## src/rtl/sne_pkg.sv

```systemverilog
package sne_pkg;

  localparam int unsigned NameLen = 11;
  localparam int unsigned BaseMax = 8;
  localparam int unsigned ExtMax  = 3;

  localparam logic [3:0] LastPos = 4'(NameLen - 1);
  localparam logic [3:0] BaseLim = 4'(BaseMax);
  localparam logic [1:0] ExtLim  = 2'(ExtMax);

  localparam logic [7:0] PadByte = 8'h20;
  localparam logic [7:0] ChDot   = 8'h2e;
  localparam logic [7:0] ChLowA  = 8'h61;
  localparam logic [7:0] ChLowZ  = 8'h7a;
  localparam logic [7:0] ChUpA   = 8'h41;
  localparam logic [7:0] ChUpZ   = 8'h5a;
  localparam logic [7:0] Ch0     = 8'h30;
  localparam logic [7:0] Ch9     = 8'h39;
  localparam logic [7:0] CaseGap = 8'h20;

  typedef struct packed {
    logic [7:0] character;
    logic       name_end;
  } char_item_t;

  typedef struct packed {
    logic [7:0] name_byte;
    logic [3:0] byte_position;
    logic       name_ok;
    logic       last_byte;
  } name_byte_t;

  typedef struct packed {
    logic [7:0] folded;
    logic       is_valid;
    logic       is_dot;
  } char_class_t;

endpackage

```

## src/rtl/sne_char_class.sv

```systemverilog
module sne_char_class (
  input  logic [7:0]          character,
  output sne_pkg::char_class_t cls
);
  import sne_pkg::*;

  logic [7:0] up;
  logic       punct;

  always_comb begin
    if (character >= ChLowA && character <= ChLowZ) begin
      up = character - CaseGap;
    end else begin
      up = character;
    end
  end

  always_comb begin
    unique case (up)
      8'h24, 8'h25, 8'h27, 8'h2d, 8'h5f, 8'h40, 8'h7e, 8'h60,
      8'h21, 8'h28, 8'h29, 8'h7b, 8'h7d, 8'h5e, 8'h23, 8'h26: begin
        punct = 1'b1;
      end
      default: begin
        punct = 1'b0;
      end
    endcase
  end

  assign cls.folded   = up;
  assign cls.is_dot   = (character == ChDot);
  assign cls.is_valid = (up >= ChUpA && up <= ChUpZ) || (up >= Ch0 && up <= Ch9) || punct;

endmodule

```

## src/rtl/short_name_encoder_core.sv

```systemverilog
// 8.3 short name encoder.
// Request channel (char_valid/char_ready/char_req): one name byte per request,
// or an end marker (name_end=1) that closes the name.
// Result channel (byte_valid/byte_ready/byte_rsp): eleven results per end
// marker, positions 0..10, space padded, name_ok repeated on all, last_byte
// on position 10.
// Character requests are taken one per cycle and update the name state in
// the cycle they are accepted; they produce no result.
// An end marker copies the name into an output buffer and clears the state.
// The first result is valid the cycle after the end marker is accepted and
// the buffer then drains one result per cycle that byte_ready is high.
// Characters of the next name are still taken while the buffer drains; an
// end marker waits only until the last result of the previous name leaves.
// A stalled receiver holds the current result and, through the buffer, only
// the next end marker.
// Reset (synchronous) empties the buffer and clears the name state.
module short_name_encoder_core (
  input  logic                clk,
  input  logic                rst,
  input  logic                char_valid,
  output logic                char_ready,
  input  sne_pkg::char_item_t char_req,
  output logic                byte_valid,
  input  logic                byte_ready,
  output sne_pkg::name_byte_t byte_rsp
);
  import sne_pkg::*;

  logic [7:0] enc [NameLen];
  logic [7:0] enc_next [NameLen];
  logic [3:0] base_count, base_count_next;
  logic [1:0] ext_count, ext_count_next;
  logic       dot_seen, dot_seen_next;
  logic       error_seen, error_seen_next;

  logic [7:0] snap [NameLen];
  logic [3:0] pos;
  logic       snap_ok;

  char_class_t cls;
  logic        out_take, done_take, buf_free, in_take, end_take, chr_take;
  logic        wr_en;
  logic [3:0]  wr_idx;
  logic        name_ok;

  sne_char_class u_class (
    .character (char_req.character),
    .cls       (cls)
  );

  assign out_take  = byte_valid && byte_ready;
  assign done_take = out_take && (pos == LastPos);
  assign buf_free  = !byte_valid || done_take;
  assign char_ready = buf_free || !char_req.name_end;
  assign in_take   = char_valid && char_ready;
  assign end_take  = in_take && char_req.name_end;
  assign chr_take  = in_take && !char_req.name_end;

  assign name_ok = !error_seen && (base_count != 4'd0) && (!dot_seen || ext_count != 2'd0);
  assign wr_idx  = dot_seen ? (BaseLim + 4'(ext_count)) : base_count;

  always_comb begin
    base_count_next = base_count;
    ext_count_next  = ext_count;
    dot_seen_next   = dot_seen;
    error_seen_next = error_seen;
    wr_en           = 1'b0;
    if (end_take) begin
      base_count_next = '0;
      ext_count_next  = '0;
      dot_seen_next   = 1'b0;
      error_seen_next = 1'b0;
    end else if (chr_take && !error_seen) begin
      if (cls.is_dot) begin
        if (dot_seen || base_count == 4'd0) begin
          error_seen_next = 1'b1;
        end else begin
          dot_seen_next = 1'b1;
        end
      end else if (!cls.is_valid) begin
        error_seen_next = 1'b1;
      end else if (!dot_seen) begin
        if (base_count >= BaseLim) begin
          error_seen_next = 1'b1;
        end else begin
          wr_en           = 1'b1;
          base_count_next = base_count + 4'd1;
        end
      end else begin
        if (ext_count >= ExtLim) begin
          error_seen_next = 1'b1;
        end else begin
          wr_en          = 1'b1;
          ext_count_next = ext_count + 2'd1;
        end
      end
    end
  end

  always_comb begin
    for (int k = 0; k < NameLen; k++) begin
      if (end_take) begin
        enc_next[k] = PadByte;
      end else if (wr_en && wr_idx == 4'(k)) begin
        enc_next[k] = cls.folded;
      end else begin
        enc_next[k] = enc[k];
      end
    end
  end

  always_ff @(posedge clk) begin
    if (rst) begin
      base_count <= '0;
      ext_count  <= '0;
      dot_seen   <= 1'b0;
      error_seen <= 1'b0;
      for (int k = 0; k < NameLen; k++) begin
        enc[k] <= PadByte;
      end
    end else begin
      base_count <= base_count_next;
      ext_count  <= ext_count_next;
      dot_seen   <= dot_seen_next;
      error_seen <= error_seen_next;
      enc        <= enc_next;
    end
  end

  always_ff @(posedge clk) begin
    if (rst) begin
      byte_valid <= 1'b0;
      pos        <= '0;
    end else if (end_take) begin
      byte_valid <= 1'b1;
      pos        <= '0;
    end else if (done_take) begin
      byte_valid <= 1'b0;
      pos        <= '0;
    end else if (out_take) begin
      pos <= pos + 4'd1;
    end
  end

  always_ff @(posedge clk) begin
    if (end_take) begin
      snap    <= enc;
      snap_ok <= name_ok;
    end else if (out_take) begin
      for (int k = 0; k < NameLen - 1; k++) begin
        snap[k] <= snap[k + 1];
      end
      snap[NameLen - 1] <= PadByte;
    end
  end

  assign byte_rsp.name_byte     = snap[0];
  assign byte_rsp.byte_position = pos;
  assign byte_rsp.name_ok       = snap_ok;
  assign byte_rsp.last_byte     = (pos == LastPos);

  a_last_flag: assert property (@(posedge clk) disable iff (rst)
    byte_valid |-> (pos <= LastPos))
    else $error("byte position out of range");

  a_start_run: assert property (@(posedge clk) disable iff (rst)
    end_take |=> (byte_valid && pos == 4'd0))
    else $error("end request did not start a result run");

  a_run_done: assert property (@(posedge clk) disable iff (rst)
    (done_take && !end_take) |=> !byte_valid)
    else $error("result run did not stop after last byte");

  a_no_overrun: assert property (@(posedge clk) disable iff (rst)
    (out_take && pos != LastPos) |-> !end_take)
    else $error("end request accepted during a result run");

endmodule

```

## config.mk

```make
export PLATFORM = sky130hd
export DESIGN_NAME = short_name_encoder_core
export DESIGN_NICKNAME = d
export VERILOG_FILES = /design/src/rtl/sne_pkg.sv /design/src/rtl/sne_char_class.sv /design/src/rtl/short_name_encoder_core.sv
export SDC_FILE = /design/constraint.sdc
export NUM_CORES = 1
export LEC_CHECK = 0
export ABC_AREA = 0
export BUFFER_PORTS_ARGS = -buffer_cell sky130_fd_sc_hd__buf_2
export CAP_MARGIN = 20
export CORE_MARGIN = 4
export CORE_UTILIZATION = 44
export DETAILED_ROUTE_END_ITERATION = 10
export GPL_ROUTABILITY_DRIVEN = 0
export PLACE_DENSITY_LB_ADDON = 0.15
export SKIP_LAST_GASP = 1
export SLEW_MARGIN = 5
export SYNTH_ARGS = -nofsm -noshare
export SYNTH_HDL_FRONTEND = slang
export SYNTH_HIERARCHICAL = 1
export SYNTH_SLANG_ARGS = --single-unit
export TNS_END_PERCENT = 5
```

## constraint.sdc

```tcl
create_clock -name clk -period 3.9 [get_ports clk]
set_clock_uncertainty 0.05 [all_clocks]
set_input_delay 0.195 -clock clk [delete_from_list [all_inputs] [get_ports clk]]
set_output_delay 0.195 -clock clk [all_outputs]
set_load 0.02 [all_outputs]
```

==> impl_summary.md, run 1 <==
Clock network
The longest clock path from root to sink contains 2 buffers. The later pin in the worst-skew pair is clocked with a latency of between 0.4 and 0.5 ns. The number of post-CTS setup repair buffers is 0. CTS placed an instance of sky130_fd_sc_hd__clkbuf_16 at the clock tree root. The TritonCTS clock tree is done. CTS saw 190 sinks. The clock input transition at the sequential cells of the worst setup and hold paths is about 0.07 ns. The number of clock buffers added by TritonCTS is 17. In this run the number of H-tree levels came out at 4.

Power
In this run the static leakage power is 3.54 nW. VDD sags by at most 0.000327 V. Dividing total power by cell area gives a power density of 467 nW/µm². The overall power of the completed layout is 4.14 mW.

Logic synthesis
The cell area that synthesis handed to floorplanning was 7980 µm². After synthesis, the cell types taking the most area are sky130_fd_sc_hd__edfxtp_1, sky130_fd_sc_hd__dfxtp_1, sky130_fd_sc_hd__mux2_2. A synthesized cell averages 12.8 µm². The number of unique standard cell types used by synthesis is 50. The commonest cells after synthesis are sky130_fd_sc_hd__dfxtp_1, sky130_fd_sc_hd__nor2_1, sky130_fd_sc_hd__edfxtp_1, sky130_fd_sc_hd__mux2i_1, sky130_fd_sc_hd__mux2_2.

Synthesis produced a netlist whose cell count is between 600 and 700. The portion of the post-synthesis area used by sequential elements is 0.588. Of the post-synthesis cell area, the dominant cell type holds 0.335. The largest total area in the synthesized netlist belongs to sky130_fd_sc_hd__edfxtp_1. The share of flip-flops with an asynchronous set or reset is 0. Among all flip-flop cells after synthesis, the most frequent one is sky130_fd_sc_hd__dfxtp_1. The number of synthesized register bits is 190. For this run, the number of Yosys warnings is 6.

Counting every net in the synthesized netlist gives 645. The count of flip-flops with a built-in enable after synthesis is 89. The most common cell in the netlist is sky130_fd_sc_hd__dfxtp_1.

Route
Wires add up to approximately 16000 µm. The number of DRC violations after detailed routing is 0. The routed length per instance is 18.1 µm. The ratio of routed vias to standard cells is 5.27. The via count of the routed design is 4614.

The detailed router's first-iteration violation count is 310. The first detailed-routing pass ran for 4 iterations. The detail route stage leaves a number of antenna-violating nets equal to 0.

Critical path
Data on the critical path arrives at its endpoint at ~3.3 ns. The type of element capturing the critical path is a flop. Along the worst path, the maximum fanout reaches 15. The element type at the critical path start is an input pin. The critical path in this run is classified as input pin to flop. The data required time of the critical path is 4.14 ns.

Placement
The HPWL reported at the end of detailed placement is 10100 µm. The worst setup timing slack at the placement stage is between 0.3 and 0.4 ns. During placement, the flow inserted port buffers numbering 28.

STA
The part of the cycle the worst path needs is 0.782. In this run the tightest slew margin relative to its limit is 0.365. In the post-route analysis, the smallest setup slack over all paths is 0.850 ns. The number of max-slew violations in the final report is 0. Counting I/O delays and the setup requirement, the final critical path takes 3.05 ns. The final setup TNS is 0 ns. The final hold violation count is 0. The slew at the pin closest to its max-slew limit is 0.948 ns. Setup repair after global routing left no endpoint under its margin.

The highest achievable clock rate is 328 MHz. Hold timing on the final database bottoms out at a slack of 0.0961 ns. The setup-violating endpoint count in the final report is 0.

Global routing
The global-route wire length before repair is 25500 µm. The overflow left after global routing is 0. The initial antenna violation count is 0.

The total global routing track utilization is 0.163. The via count of the first global-routing pass is 4675. The maximum number of pins on one net before global-route repair is 64.

Floorplan
In this run the horizontal extent of the chip is 143 µm. The number of placement rows is 48. During I/O placement, the number of pins put on the boundary was 29.

The core region is 17500 µm². In this run the vertical extent of the chip is between 100 and 150 µm. The area of the die is 20400 µm². For this configuration, the core starts out at a cell density of 0.455.

Finish
In the final layout, the share of cells above drive strength 1 is 0.272. After the last flow step, the layout net total stands at about 660. From synthesis to final layout, the design area changed by 11.3%. The total inserted antenna cells is 0.

The final core utilization is 0.507.

Outcome
The run finished with clean final reports.

Hold path
The tightest min-delay check is of the input pin to flop type.

Run
Across the run, the number of max-cap violations was 0.
-- stage by stage --
| step | cell area, µm² | std cells |
|---|---|---|
| 2_1_floorplan | 7980 | 625 |
| 3_3_place_gp | 8290 | 843 |
| 3_5_place_dp | 8290 | 843 |
| 4_1_cts | 8880 | 876 |
| 5_1_grt | 8880 | 876 |
| 6_report | 8880 | 876 |
-- critical path: stages --
cell and delay, ns:
sky130_fd_sc_hd__buf_2 0.20, sky130_fd_sc_hd__or2_4 0.28, sky130_fd_sc_hd__o41ai_2 0.32, sky130_fd_sc_hd__nor2_1 0.09
sky130_fd_sc_hd__a31o_2 0.36, sky130_fd_sc_hd__o31ai_1 0.39, sky130_fd_sc_hd__or4b_4 0.55, sky130_fd_sc_hd__a2111o_1 0.61
sky130_fd_sc_hd__mux2i_1 0.22, sky130_fd_sc_hd__nand2_1 0.06
-- repair_timing --
| action | CTS | global route |
|---|---|---|
| endpoints found under the hold margin | 1 | 0 |
| hold buffers | 1 | 0 |
| resized for setup | 0 | 0 |
-- cell type report --
cell class | instances | area, µm²
flip-flops and latches | 190 | 4690
well taps | 225 | 282
clock buffers | 17 | 425
inverters | 11 | 41.3
fillers | 1552 | 8650
repair buffers | 47 | 285
multi-input cells | 371 | 3000
clock inverters | 15 | 155
-- routing by layer --
| metal | track usage | wire length (µm) |
|---|---|---|
| met5 | 0 | 0 |
| met3 | 0.0325 | 351 |
| met1 | 0.222 | 7600 |
| met2 | 0.260 | 7690 |
| met4 | 0.0590 | 249 |
-- cells by family after synthesis --
| kind of cell | synth area share |
|---|---|
| AOI/OAI and AO/OA | 0.0425 |
| xor gates and xnor gates | 0.00768 |
| adders and majority gates | 0.0110 |
| buffers and inverters | 0.0380 |
| DFF | 0.588 |
| muxes | 0.225 |
| and+or+nand+nor | 0.0880 |
-- state kept, by name (all words and copies together) (netlist names) --
signal      flops
enc            88
snap           80
byte_rsp        8
base_count      4
pos             4
ext_count       2
byte_valid      1
dot_seen        1
error_seen      1
snap_ok         1
-- report_power, final --
group | internal [mW] | total [mW] | switching, mW
logic | 0.101 | 0.258 | 0.157
registers | 2.17 | 2.19 | 0.0179
clock network | 0.902 | 1.70 | 0.799
total | 3.17 | 4.14 | 0.974
-- path summary, 6_finish.rpt --
path / startpoint / endpoint / slack, ns / depth (start not counted)
setup / recovery: char_req[5] / enc[29] / 0.85 / 10
hold / removal: char_valid / byte_valid / 0.1 / 3
setup reg to reg: pos[1] / snap[69] / 1.43 / 5
hold reg to reg: enc[77] / enc[77] / 0.42 / 2
-- placed cells by master (no fill, tap or decap), types with 3 or more instances in the layout --
cell | synthesis | final
sky130_fd_sc_hd__dfxtp_1 | 101 | 101
sky130_fd_sc_hd__nor2_1 | 91 | 91
sky130_fd_sc_hd__mux2i_1 | 89 | 89
sky130_fd_sc_hd__edfxtp_1 | 89 | 89
sky130_fd_sc_hd__mux2_2 | 80 | 80
sky130_fd_sc_hd__buf_2 | 2 | 28
sky130_fd_sc_hd__nand2_1 | 21 | 21
sky130_fd_sc_hd__buf_4 | 16 | 18
sky130_fd_sc_hd__clkbuf_16 | 0 | 17
sky130_fd_sc_hd__inv_1 | 11 | 11
sky130_fd_sc_hd__and2_1 | 8 | 8
sky130_fd_sc_hd__a21oi_1 | 9 | 8
sky130_fd_sc_hd__ha_1 | 7 | 7
sky130_fd_sc_hd__nand3_1 | 5 | 5
sky130_fd_sc_hd__xnor2_1 | 5 | 5
sky130_fd_sc_hd__clkinvlp_4 | 0 | 5
sky130_fd_sc_hd__nor3b_1 | 5 | 4
sky130_fd_sc_hd__o2111ai_2 | 4 | 4
sky130_fd_sc_hd__inv_6 | 0 | 4
sky130_fd_sc_hd__a211oi_1 | 3 | 3
sky130_fd_sc_hd__o211ai_2 | 3 | 3
sky130_fd_sc_hd__nor2b_1 | 3 | 3
Power figures use the tool's default switching activity.
==> inputs of run 2 (changes only) <==
--- a/config.mk
+++ b/config.mk
@@ -5,7 +5,7 @@
 export SDC_FILE = /design/constraint.sdc
 export NUM_CORES = 1
 export LEC_CHECK = 0
-export ABC_AREA = 0
+export ABC_AREA = 1
 export BUFFER_PORTS_ARGS = -buffer_cell sky130_fd_sc_hd__buf_2
 export CAP_MARGIN = 20
 export CORE_MARGIN = 4
==> constraint.sdc (replaced) <==
create_clock -name clk -period 2.55 [get_ports clk]
set_clock_uncertainty 0.05 [all_clocks]
set_input_delay 0.1275 -clock clk [delete_from_list [all_inputs] [get_ports clk]]
set_output_delay 0.1275 -clock clk [all_outputs]
set_load 0.02 [all_outputs]
==> run 2 against run 1 <==
Core utilization down 0.42 points. First-iteration DRC count up 45%. Routed wire length up 16%. Non-clock buffer count up 3. Sequential share of layout area down 1.5 points. Sequential power up 53%.
==> impl_summary.md, run 2 <==
Global routing
The via count of the first global-routing pass is 5805 (+24%). The initial antenna violation count was 0 (unchanged). The global-route wire length before repair came to 30600 µm (+20%). The overflow left after global routing is 0 (unchanged). The maximum number of pins on one net before global-route repair is 73 (+14%).

The total global routing track utilization is 0.180 (+0.0163).

Clock network
The clock input transition at the sequential cells of the worst setup and hold paths is 0.07 ns (about the same). TritonCTS built the clock tree. The largest buffer count on any clock path is 2 (unchanged). The maximum level of the CTS H-tree is 4 (unchanged). The number of buffers created by CTS was 17 (unchanged). The total of cells resized after clock tree synthesis is 0 (unchanged). The number of buffers inserted for hold repair after clock tree synthesis is 2 (+1). The number of post-CTS setup repair buffers is 0 (unchanged).

The tree is rooted in a sky130_fd_sc_hd__clkbuf_16. The clock insertion delay at the later pin of the skew report is 0.43 ns (about the same). The TritonCTS sink count is 190 (unchanged).

Logic synthesis
After synthesis, the cell types taking the most area are sky130_fd_sc_hd__edfxtp_1, sky130_fd_sc_hd__dfxtp_1, sky130_fd_sc_hd__nand2_1. The netlist area before placement was 8270 µm² (+3.7%). The number of unique standard cell types used by synthesis is 32 (-36%). The most frequently used flop master after synthesis is sky130_fd_sc_hd__dfxtp_1. The mean instance size in the synthesized netlist is 8.46 µm² (-34%).

The commonest cells after synthesis are sky130_fd_sc_hd__nand2_1, sky130_fd_sc_hd__nand3_1, sky130_fd_sc_hd__dfxtp_1, sky130_fd_sc_hd__edfxtp_1, sky130_fd_sc_hd__nor2_1. The synthesized instance count came to 978 (+56%). The portion of synthesized cell area occupied by the leading cell type is 0.323 (-0.0119). The most common cell in the synthesized netlist is sky130_fd_sc_hd__nand2_1.

The net count of the mapped netlist is 998 (+55%). The portion of the post-synthesis area used by sequential elements came to 0.567 (-0.0209). The number of warnings issued by yosys is 6 (unchanged). The count of flip-flops with a built-in enable after synthesis is 89 (unchanged). The share of flip-flops with an asynchronous set or reset is 0 (unchanged). Summed over all instances, the cell type with the most area after synthesis is sky130_fd_sc_hd__edfxtp_1. The number of synthesized register bits is 190 (unchanged).

Route
The routed length per instance is 14.9 µm (-18%). The number of nets with antenna violations after routing is 0 (unchanged). The total wirelength of the detailed-routed design is 18400 µm (+16%). The number of DRC violations after detailed routing is 0 (unchanged).

The via count of the routed design is 6135 (+33%). The ratio of routed vias to standard cells is 4.99 (-5.3%). The detailed-router iteration count before antenna repair was 5 (+1). The detailed router's first-iteration violation count came to 449 (+45%).

Critical path
The critical path starts at pos[0]. The cell count of the worst reg-to-reg path is 11 (+6). STA classifies the critical path endpoint as a flop. In this design, the largest share of critical-path delay is due to buffers and inverters. The data arrival time of the worst path is 2.28 ns (-1.01 ns). The data required time of the critical path is 2.59 ns (-1.55 ns). The worst-path maximum fanout is 28 (+13). The register-to-register setup slack is 0.31 ns (-1.12 ns). The worst setup path is launched from a flop. The library cell appearing most often on the critical path is sky130_fd_sc_hd__nand2_2.

The largest stage delay on the critical path is 0.36 ns (-0.25 ns). Traced cell by cell, the critical path runs through inv_2, ha_4, nand2_2, nor2_4, nand2_2, nand2_2, nand2_4, inv_4, nor2_4, clkinvlp_4, buf_4. The startpoint of the worst register-to-register path is pos[0].

The kind of critical path is flop to flop. The number of buffer and inverter instances along the worst setup path was 4 (+3). The slowest stage cell on the critical path is sky130_fd_sc_hd__dfxtp_4.

The worst register-to-register path ends at snap[64].

Floorplan
The starting utilization of the core area is 0.454 (-0.000641). The top-level I/O count is 29 (unchanged). The vertical die dimension is 145 µm (+1.7%). The standard cell core area is 18200 µm² (+3.8%). The width of the die is 145 µm (+1.7%). The number of placement rows is 49 (+2.1%). The area of the die is 21100 µm² (+3.5%).

Power
The peak ir drop on the vdd network is 0.000514 V (+57%). The power per standard cell area came to 696 nW/µm² (+49%). The overall power of the completed layout is 6.37 mW (+54%). The reported leakage power is 3.61 nW (+1.9%).

Finish
The area growth from synthesis to layout is 10.6%. The total inserted antenna cells is 0 (unchanged). The layout net count came to 1008 (+53%). The most common library cell in the layout ignoring fill and taps is sky130_fd_sc_hd__nand2_1. The number of filler instances in the final layout was 1745 (+12%). The final instance area is 9150 µm² (+3.0%).

The share of cells above drive strength 1 is 0.130 (-0.142). The number of flip-flops under the largest register name is 88 (unchanged). The library cells used most frequently in the layout, excluding fill and tap cells, are sky130_fd_sc_hd__nand2_1, sky130_fd_sc_hd__nand3_1, sky130_fd_sc_hd__dfxtp_1. Counting flops per register, the top entry is enc.

STA
The slew at the pin closest to its max-slew limit is 0.648 ns (-0.300 ns). The number of max-slew violations in the final report is 0 (unchanged). Setup repair after global routing left no endpoint under its margin. The highest achievable clock rate is between 400 and 500 MHz. The final setup TNS came to 0 ns (unchanged). The setup-violating endpoint count in the final report is 0 (unchanged).

The clock period minus worst slack is 2.24 ns. The remaining max-slew budget at the tightest pin is 0.568 (+0.202). The final hold violation count is 0 (unchanged). The worst hold slack across all endpoints is 0.0626 ns (-0.0335 ns). In the finished design, the share of the clock period the worst path needs comes to 0.877.

Outcome
The flow ran to the end, and the final reports show no timing, DRC or antenna violations.

Hold path
The type of the most critical hold path is input pin to flop. The start point of the worst hold path is byte_ready. The hold path depth is 4 (+1). For hold timing, the worst endpoint is pos[0].

Run
The number of max-cap violations was 0 (unchanged).

Placement
The HPWL reported at the end of detailed placement is 11600 µm (+15%). The count of port buffers added during placement is 28 (unchanged). The area after detailed placement was 8560 µm² (+3.2%).
run 2: layout make-up:
cell class	count	area, µm²	area share
well taps	229	287	0.0313
multi-input cells	679	3060	0.335
clock buffers	18	439	0.0480
repair buffers	50	335	0.0367
inverters	50	198	0.0216
flip-flops and latches	190	4700	0.514
clock inverters	14	129	0.0141
run 2: where the power goes:
group | internal [mW] | total [mW] | switching, mW
registers | 3.32 | 3.35 | 0.0304
clock network | 1.31 | 2.56 | 1.24
logic | 0.121 | 0.458 | 0.337
run 2: cell families after synthesis:
kind of cell / after synthesis / synth area share
buf+inv: 109 / 0.0668
flops: 190 / 0.567
compound gates: 74 / 0.0455
simple gates: 595 / 0.306
fa+ha+maj: 7 / 0.0106
xor+xnor: 3 / 0.00318
run 2: stage by stage:
step | setup slack, ns | utilization | std cells
final | 0.313 | 0.502 | 1230
after global routing | 0.182 | 0.502 | 1230
after global placement | 0.269 | 0.470 | 1196
after CTS | 0.284 | 0.502 | 1230
after floorplan | -0.481 | - | 978
after detailed placement | 0.220 | 0.470 | 1196
run 2: worst max-delay path by stage:
stage                   end  slack, ns  cells after the start
6_report           snap[64]       0.31                     11
3_3_place_gp        enc[77]       0.27                     16
5_1_grt            snap[64]       0.18                     11
2_1_floorplan  byte_rsp[10]      -0.48                     11
4_1_cts            snap[65]       0.28                     11
3_5_place_dp        enc[69]       0.22                     16
run 2: per-layer routing:
layer | vias to the layer above | wire (µm) | global-route usage
met2 | 104 | 8660 | 0.288
met4 | 0 | 356 | 0.0551
li1 | 3183 | - | -
met3 | 23 | 637 | 0.0355
met1 | 2825 | 8730 | 0.247
met5 | - | 0 | 0
run 2: worst min-delay path, delay by kind of cell:
family / cells / cell delay, ns
xor+xnor: 1 / 0.15
simple gates: 2 / 0.14
buf+inv: 1 / 0.08
